**config.mk**
```make
export PLATFORM = sky130hd
export DESIGN_NAME = bounded_char_sequence_list
export DESIGN_NICKNAME = d
export VERILOG_FILES = /design/src/hdl/bcsl_pkg.sv /design/src/hdl/bcsl_ram.sv /design/src/hdl/bounded_char_sequence_list.sv
export SDC_FILE = /design/constraint.sdc
export NUM_CORES = 1
export LEC_CHECK = 0
export BUFFER_PORTS_ARGS = -buffer_cell sky130_fd_sc_hd__buf_2
export CORE_MARGIN = 2
export CORE_UTILIZATION = 29
export DETAILED_ROUTE_END_ITERATION = 16
export PLACE_DENSITY = 0.48
export SYNTH_ARGS = -nofsm -noshare
export SYNTH_HDL_FRONTEND = slang
export SYNTH_SLANG_ARGS = --single-unit
export TNS_END_PERCENT = 5
```
**constraint.sdc**
```tcl
create_clock -name clk -period 6.4 [get_ports clk]
set_input_delay 1.92 -clock clk [delete_from_list [all_inputs] [get_ports clk]]
set_output_delay 1.92 -clock clk [all_outputs]
set_load 0.05 [all_outputs]
```
**src/hdl/bcsl_pkg.sv**
```systemverilog
// Shared types and constants for the bounded byte sequence list.
// Used by bcsl_ram, bounded_char_sequence_list, bcsl_checker and tb; no other dependencies.
package bcsl_pkg;

  // Store depth; slot arithmetic wraps modulo DEPTH, so it stays a power of two.
  localparam int DEPTH  = 64;
  localparam int AW     = $clog2(DEPTH);
  localparam int CNT_W  = AW + 1;
  localparam int BYTE_W = 8;
  localparam int POS_W  = 6;

  typedef enum logic [2:0] {
    OP_PUSH_FRONT = 3'd0,
    OP_PUSH_BACK  = 3'd1,
    OP_POP_FRONT  = 3'd2,
    OP_POP_BACK   = 3'd3,
    OP_REMOVE_AT  = 3'd4,
    OP_READ_AT    = 3'd5,
    OP_CONTAINS   = 3'd6,
    OP_CLEAR      = 3'd7
  } op_t;

  typedef enum logic [1:0] {
    ST_OK    = 2'd0,
    ST_RANGE = 2'd1,
    ST_FULL  = 2'd2
  } status_t;

  typedef enum logic [5:0] {
    S_IDLE   = 6'b000001,
    S_EXEC   = 6'b000010,
    S_RDWAIT = 6'b000100,
    S_SCAN   = 6'b001000,
    S_SHIFT  = 6'b010000,
    S_RESP   = 6'b100000
  } state_t;

endpackage

```
**src/hdl/bcsl_ram.sv**
```systemverilog
// Element store: DEPTH x 8 bit memory, one write port, one registered read port.
// Depends on bcsl_pkg for depth and widths.
module bcsl_ram
  import bcsl_pkg::*;
(
  input  logic              clk,
  input  logic              we,
  input  logic [AW-1:0]     waddr,
  input  logic [BYTE_W-1:0] wdata,
  input  logic [AW-1:0]     raddr,
  output logic [BYTE_W-1:0] rdata
);

  logic [BYTE_W-1:0] mem [DEPTH];

  always_ff @(posedge clk) begin
    if (we) begin
      mem[waddr] <= wdata;
    end
    rdata <= mem[raddr];
  end

endmodule

```
**src/hdl/bounded_char_sequence_list.sv**
```systemverilog
// Bounded byte sequence list: push/pop at both ends, indexed read and remove,
// membership test and clear, over a circular store in bcsl_ram (uses bcsl_pkg).
// Push, pop and clear pass from the exec state straight to the response state; read-at
// also waits out the store read; contains scans the held elements, remove-at shifts those behind the position.
// One command at a time; the scan and shift loops go one store entry per cycle
// through the single memory port pair.
// Reset (rst, synchronous) empties the list; store contents need no clearing.
module bounded_char_sequence_list
  import bcsl_pkg::*;
(
  input  logic        clk,
  input  logic        rst,
  input  logic        s_tvalid,
  output logic        s_tready,
  // s_tdata: [2:0] opcode, [8:3] position, [16:9] byte_value, [23:17] zero
  input  logic [23:0] s_tdata,
  output logic        m_tvalid,
  input  logic        m_tready,
  // m_tdata: [1:0] status, [9:2] read_byte, [10] found, [17:11] element_count,
  //          [23:18] zero
  output logic [23:0] m_tdata
);

  state_t             state;
  op_t                op;
  logic [POS_W-1:0]   pos;
  logic [BYTE_W-1:0]  val;
  logic [AW-1:0]      fp;        // slot of the front element
  logic [CNT_W-1:0]   count;
  logic [CNT_W-1:0]   idx;       // loop index, counted from the front
  logic               pend;      // a read issued last cycle returns now
  logic [AW-1:0]      wr_slot;   // destination of the returning shift read
  status_t            status;
  logic [BYTE_W-1:0]  rd_byte;
  logic               found;

  logic               ram_we;
  logic [AW-1:0]      ram_waddr;
  logic [BYTE_W-1:0]  ram_wdata;
  logic [AW-1:0]      rd_off;
  logic [AW-1:0]      ram_raddr;
  logic [BYTE_W-1:0]  ram_rdata;

  logic               full;
  logic               empty;
  logic               pos_bad;
  logic               scan_issue;
  logic               shift_issue;
  logic [CNT_W-1:0]   idx_inc;
  logic               in_xact;
  logic               out_load;

  assign in_xact  = s_tvalid && s_tready;
  assign s_tready = (state == S_IDLE);
  assign out_load = (state == S_RESP) && (!m_tvalid || m_tready);

  assign full    = (count == CNT_W'(DEPTH));
  assign empty   = (count == '0);
  assign pos_bad = ({1'b0, pos} >= count);
  assign idx_inc = idx + 1'b1;

  // Contains keeps fetching until every held element has been read.
  assign scan_issue  = (idx < count);
  // Remove-at pulls element idx+1 down into slot idx while one is left behind it.
  assign shift_issue = (idx_inc < count);

  // Shared slot adder: front pointer plus an offset from the front.
  assign ram_raddr = fp + rd_off;

  always_comb begin
    ram_we    = 1'b0;
    ram_waddr = fp;
    ram_wdata = val;
    rd_off    = idx[AW-1:0];
    unique case (state)
      S_EXEC: begin
        rd_off = pos[AW-1:0];
        if (op == OP_PUSH_FRONT) begin
          ram_we    = !full;
          ram_waddr = fp - 1'b1;
        end else if (op == OP_PUSH_BACK) begin
          ram_we    = !full;
          ram_waddr = fp + count[AW-1:0];
        end
      end
      S_SHIFT: begin
        rd_off    = idx_inc[AW-1:0];
        ram_we    = pend;
        ram_waddr = wr_slot;
        ram_wdata = ram_rdata;
      end
      default: begin
      end
    endcase
  end

  bcsl_ram u_ram (
    .clk   (clk),
    .we    (ram_we),
    .waddr (ram_waddr),
    .wdata (ram_wdata),
    .raddr (ram_raddr),
    .rdata (ram_rdata)
  );

  // Command sequencer
  always_ff @(posedge clk) begin
    if (rst) begin
      state <= S_IDLE;
      fp    <= '0;
      count <= '0;
      pend  <= 1'b0;
    end else begin
      unique case (state)
        S_IDLE: begin
          if (in_xact) begin
            // Capture the command and clear the result fields.
            op      <= op_t'(s_tdata[2:0]);
            pos     <= s_tdata[8:3];
            val     <= s_tdata[16:9];
            status  <= ST_OK;
            rd_byte <= '0;
            found   <= 1'b0;
            idx     <= '0;
            pend    <= 1'b0;
            state   <= S_EXEC;
          end
        end
        S_EXEC: begin
          state <= S_RESP;
          unique case (op)
            OP_PUSH_FRONT: begin
              if (full) begin
                status <= ST_FULL;
              end else begin
                fp    <= fp - 1'b1;
                count <= count + 1'b1;
              end
            end
            OP_PUSH_BACK: begin
              if (full) begin
                status <= ST_FULL;
              end else begin
                count <= count + 1'b1;
              end
            end
            OP_POP_FRONT: begin
              if (empty) begin
                status <= ST_RANGE;
              end else begin
                fp    <= fp + 1'b1;
                count <= count - 1'b1;
              end
            end
            OP_POP_BACK: begin
              if (empty) begin
                status <= ST_RANGE;
              end else begin
                count <= count - 1'b1;
              end
            end
            OP_REMOVE_AT: begin
              if (pos_bad) begin
                status <= ST_RANGE;
              end else begin
                idx   <= {1'b0, pos};
                state <= S_SHIFT;
              end
            end
            OP_READ_AT: begin
              // Read of slot fp+pos is already on its way out of the store.
              if (pos_bad) begin
                status <= ST_RANGE;
              end else begin
                state <= S_RDWAIT;
              end
            end
            OP_CONTAINS: begin
              state <= S_SCAN;
            end
            OP_CLEAR: begin
              fp    <= '0;
              count <= '0;
            end
            default: begin
            end
          endcase
        end
        S_RDWAIT: begin
          rd_byte <= ram_rdata;
          state   <= S_RESP;
        end
        S_SCAN: begin
          pend <= scan_issue;
          if (scan_issue) begin
            idx <= idx_inc;
          end
          if (pend && (ram_rdata == val)) begin
            found <= 1'b1;
            pend  <= 1'b0;
            state <= S_RESP;
          end else if (!scan_issue && !pend) begin
            state <= S_RESP;
          end
        end
        S_SHIFT: begin
          pend <= shift_issue;
          if (shift_issue) begin
            wr_slot <= fp + idx[AW-1:0];
            idx     <= idx_inc;
          end else if (!pend) begin
            // Last move has landed; drop the tail element.
            count <= count - 1'b1;
            state <= S_RESP;
          end
        end
        S_RESP: begin
          if (out_load) begin
            state <= S_IDLE;
          end
        end
        default: begin
          state <= S_IDLE;
        end
      endcase
    end
  end

  // Output register: hold the result until the transaction completes.
  always_ff @(posedge clk) begin
    if (rst) begin
      m_tvalid <= 1'b0;
    end else if (out_load) begin
      m_tvalid <= 1'b1;
    end else if (m_tready) begin
      m_tvalid <= 1'b0;
    end
  end

  always_ff @(posedge clk) begin
    if (out_load) begin
      m_tdata <= {6'd0, count, found, rd_byte, status};
    end
  end

endmodule

```
# Word-level counts from Yosys, hierarchy flattened

Memories as Yosys holds them, arrays and structs flattened. A register that Yosys moved wholly into a read port is not among the register bits.
Cells that the tools add are included.

Register bits: 80
Memory bits (writable): 512
Input bits: 28
Memories: 1

Memory list:

| name      | words | width | rd ports | clocked after Yosys merged registers in | write ports | line           | RTL |
|---|---|---|---|---|---|---|---|
| u_ram.mem | 64    | 8     | 1        | 1                                       | 1           | bcsl_ram.sv:14 | `logic [BYTE_W-1:0] mem [DEPTH];` |

Add/sub/neg operators: 8
Magnitude comparators: 3
Eq/ne operators: 34
Muxes and demuxes: 50
Bitwise operators: 1
Reduce and logical (&&, ||, !) cells: 32

Operator list:

| cell                                          | count |
|---|---|
| two-way mux 6 bit                             | 12 |
| two-way mux 7 bit                             | 9 |
| case mux 6 bit (3 select lines)               | 2 |
| case mux 6 bit (6 select lines)               | 1 |
| case mux 7 bit (4 select lines)               | 1 |
| case mux 6 bit (2 select lines)               | 2 |
| case mux 7 bit (3 select lines)               | 1 |
| adder 6 bit                                   | 3 |
| inequality test 2 bit (second input constant) | 9 |
| inequality test 3 bit (second input constant) | 6 |
| two-way mux 8 bit                             | 2 |
| case mux 8 bit (2 select lines)               | 1 |
| adder 7 x 1 -> 7 bit (second input constant)  | 2 |
| < comparator 7 bit                            | 2 |
| case mux 7 bit (2 select lines)               | 1 |
| AND reduction 7 bit                           | 2 |
| equality test 3 bit (second input constant)   | 4 |
| nonzero test 2 bit                            | 5 |
| two-way mux 1 bit                             | 9 |
| AND reduction 3 bit                           | 3 |
| equality test 8 bit                           | 1 |
| two-way mux 2 bit                             | 4 |
| AND reduction 4 bit                           | 2 |
| equality test 7 bit (second input constant)   | 1 |
| other kinds (31)                              | 43 |

# Depth between registers and ports, before layout

Depth in word-level cells: 7
Gate-level depth with buffers: 16
Mapped depth without buffers: 13

# Cells and area by module

A second synthesis with hierarchy kept.

Cells, all modules: 1511
Area total of the unflattened synthesis: 25431.9 sq um

Modules (own cells, without submodules):

| module                     | times used | cells an instance | area each (sq um) | sequential area each (sq um) |
|---|---|---|---|---|
| bcsl_ram                   | 1          | 994               | 20290.7           | 15534.9 |
| bounded_char_sequence_list | 1          | 517               | 5141.2            | 2192.1 |

# Least setup slack after synthesis

No wires, ideal clock.

Path kind: register -> register
From: register state[0]
To: register u_ram.rdata[0] (read register of u_ram.mem)
Arrival time: 4136 ps
Required time: 6277 ps
Path slack: 2141 ps
Stages on the path, launching flop included: 16
Buffers on the path: 6
Cell sequence: dfxtp_1 or4_1 buf_4 nor2_4 buf_2 buf_1 a22oi_1 o21ai_0 fa_1 clkbuf_1 clkbuf_1 clkbuf_1 mux4_2 mux4_2 mux2i_1 a21oi_1

Cells in the longest elaborated chain, start to end: 3
Elaborated cells between the ends (all ways): 4

RTL lines:

| what                                                                         | line                              | RTL |
|---|---|---|
| start: declaration                                                           | bounded_char_sequence_list.sv:24  | `state_t state;` |
| start signal: assignment                                                     | bounded_char_sequence_list.sv:109 | `state <= S_IDLE;` |
| start signal: assignment                                                     | bounded_char_sequence_list.sv:126 | `state <= S_EXEC;` |
| start signal: assignment                                                     | bounded_char_sequence_list.sv:130 | `state <= S_RESP;` |
| equality test 6 x 5 -> 1 bit or equality test 6 x 2 -> 1 bit (tied branches) | bounded_char_sequence_list.sv:75  | `unique case (state)` |
| case mux 6 bit (2 select lines) (*)                                          | bounded_char_sequence_list.sv:75  |  |
| adder 6 bit (*)                                                              | bounded_char_sequence_list.sv:68  | `assign ram_raddr = fp + rd_off;` |
| end: declaration                                                             | bcsl_ram.sv:11                    | `output logic [BYTE_W-1:0] rdata` |

Mark *: on every way between the ends. The rest lies on a longest branch, timed or not.
A chain may end at the register's enable or synchronous reset.

# Final worst setup path

From: register state[0]
To: register u_ram.rdata[3] (read register of u_ram.mem)

The elaborated chain is that of the path after synthesis.

==> impl_metrics.json <==
{
  "synth_seq_cells": 600,
  "finalSetupTns_ns": 0,
  "status": "completed",
  "rows": 108,
  "drv_slew": 0,
  "clockBufferDepth": 3,
  "arrival_ns": 5.84,
  "pwr_density_cell_nw_per_um2": 309,
  "ff_latch_area_um2": 17700,
  "final_antenna_net_count": 0,
  "dieWidth_um": 300,
  "finalWorstPathRequiredPeriod_ns": 5.36,
  "cts_max_level": 2,
  "io_buffers": 40,
  "tritoncts": "built",
  "critPathSlowestCell": "fa_4",
  "grt_max_degree": 65,
  "hold_buffers": 0,
  "ys_top_cells_by_area": "edfxtp_1 (67%), mux4_2 (14%), dfxtp_1 (2.3%), ha_1 (1.9%), nor2_1 (1.6%)",
  "grt_antenna_before_repair": 0,
  "core_area_um2": 86900,
  "hpwlAfterDp_mm": 37.4,
  "ir_drop_uv": 197,
  "worst-path-buf-inv": 0,
  "multi_input_area_um2": 7400,
  "clk_pin_slew_ns": 0.06,
  "place_congestion": 0.819,
  "cts_resized": 0,
  "cp_top_family": "simple AND/OR/NAND/NOR gates",
  "setup_viol": 0,
  "grt_pass1_wl_mm": 85.9,
  "critPathCaptureType": "flop",
  "ys_seq_area_share_pct": 69.6,
  "ys_top_cells_by_count": "edfxtp_1 (571), mux4_2 (160), nor2_1 (106), nand2_1 (88), a21oi_1 (43)",
  "utilization_pct": 33.4,
  "initial_utilization_pct": 29.3,
  "synth_warnings": 0,
  "cp_data_required_time_ns": 6.88,
  "synthToLayoutAreaGrowth_pct": 13.8,
  "slowest_delay_ns": 1.10,
  "grt_setup_unrepaired": "false",
  "path_cells": "or4_1 -> nor2_4 -> a22oi_1 -> o21ai_0 -> fa_4 -> mux4_2 -> mux4_2 -> a211oi_1 -> a21oi_1",
  "diodes": 0,
  "crit_top_cell": "mux4_2",
  "yosysTopAreaCell": "edfxtp_1",
  "hold_violations": 0,
  "relSlewSlack_pct": 17.2,
  "worst_clock_skew_ns": 0.0174,
  "dp_worst_setup_slack_ns": 0.989,
  "wl_per_cell_um": 21.4,
  "overflow": 0,
  "fin_nets": 1536,
  "ys_async_sr_fraction_pct": 0,
  "wirelength_mm": 57.0,
  "hp-class": "reg2reg",
  "max-cap-violations": 0,
  "dieArea_um2": 90200,
  "root_buffer": "clkbuf_16",
  "synth_flop_cell": "edfxtp_1",
  "numCtsBuffers": 61,
  "grt_pass1_vias": 13200,
  "start_kind": "flop",
  "finalPower_mw": 8.96,
  "layout-drive-gt1-share_pct": 23.9,
  "avgSynthCellArea_um2": 17.9,
  "fmax_mhz": 187,
  "fin_ws_ns": 1.04,
  "grt_use_total_pct": 12.6,
  "dr.pass1.iters": 7,
  "path_max_fanout": 61,
  "syn-instance-count": 1422,
  "fill_cells": 8265,
  "ios": 54,
  "vias": 12800,
  "finalCritPeriodShare_pct": 83.8,
  "cts_setup_buffers": 0,
  "drc_errors": 0,
  "synth.distinct_cells": 86,
  "drt_iter0_drc": 875,
  "syn_area_um2": 25500,
  "clk_latency_ns": 0.64,
  "crit_type": "reg2reg",
  "cts_sinks": 600,
  "synthMostInstantiatedCell": "edfxtp_1",
  "holdWs_ns": 0.424,
  "worstMarginPinSlew_ns": 1.24,
  "die_h_um": 300,
  "vias_per_cell": 4.79,
  "p_leak_nw": 9.13,
  "synth_top_area_share_pct": 67.3,
  "synth_edf_count": 571
}
sequential cells by signal, summed over array words and instances (netlist names):
register     cells
status           2
m_tvalid         1
op               3
pos              6
count            7
u_ram.mem      512
fp               6
wr_slot          6
val              8
m_tdata         18
state            6
idx              7
pend             1
found            1
rd_byte          8
u_ram.rdata      8
final cells by class:
cell class	count	area share [%]
Sequential cell	600	61.2
Multi-Input combinational cell	725	25.5
Clock buffer	72	5.55
Tap cell	1155	4.99
Clock inverter	37	1.31
Timing Repair Buffer	52	1.13
Inverter	26	0.337
path summary, 6_finish.rpt:
check        cells after the start                      from  slack, ns                     end
max                              9     state[0]$_SDFFE_PP1P_       1.04  u_ram.rdata[3]$_DFF_P_
min                              0  rd_byte[7]$_SDFFCE_PN0P_       0.42    m_tdata[9]$_DFFE_PP_
max reg2reg                      9     state[0]$_SDFFE_PP1P_       1.04  u_ram.rdata[3]$_DFF_P_
min reg2reg                      0  rd_byte[7]$_SDFFCE_PN0P_       0.42    m_tdata[9]$_DFFE_PP_
power breakdown:
part | switching (mW) | internal [mW]
registers | 0.0672 | 4.36
logic | 0.564 | 0.448
clock network | 1.52 | 2.00
through the flow:
| step | cells | area (um^2) |
|---|---|---|
| floorplan | 1427 | 25500 |
| global placement | 2558 | 27000 |
| detailed placement | 2558 | 27000 |
| CTS | 2667 | 29000 |
| global route | 2667 | 29000 |
| finish | 2667 | 29000 |
kinds of logic (layout without fill, tap and decap cells):
family / Yosys count / count (layout) / share of synthesized area, %
AO/OA/AOI/OAI: 166 / 166 / 4.69
buffers and inverters: 102 / 187 / 1.79
flip-flops: 600 / 600 / 69.6
other: 1 / 6 / 0.0147
XOR/XNOR: 27 / 27 / 0.982
adder cells (fa/ha/maj): 42 / 42 / 2.15
AND/OR/NAND/NOR: 314 / 314 / 6.23
multiplexers: 170 / 170 / 14.5
cell usage in the layout (no fill, tap or decap), drive strengths merged, types with 10 or more instances in the layout:
cell type	instances
a21oi	44
ha	39
nor4	11
dfxtp	29
nor2b	15
buf	52
and2	10
edfxtp	571
nand2	89
nand3	13
clkbuf	72
xnor2	15
mux4	160
xor2	11
clkinv	25
nor3	17
inv	27
nor2	112
mux2i	10
a211oi	14
o21ai	30
per-layer routing:
| layer | global-route usage [%] | vias to the layer above | wire [um] |
|---|---|---|---|
| met1 | 17.1 | 6651 | 25800 |
| met3 | 1.86 | 81 | 2100 |
| li1 | - | 5802 | - |
| met2 | 21.3 | 247 | 27900 |
| met4 | 3.35 | 0 | 1180 |
| met5 | 0 | - | 0 |
No activity file was read; power rests on OpenSTA's default activity.
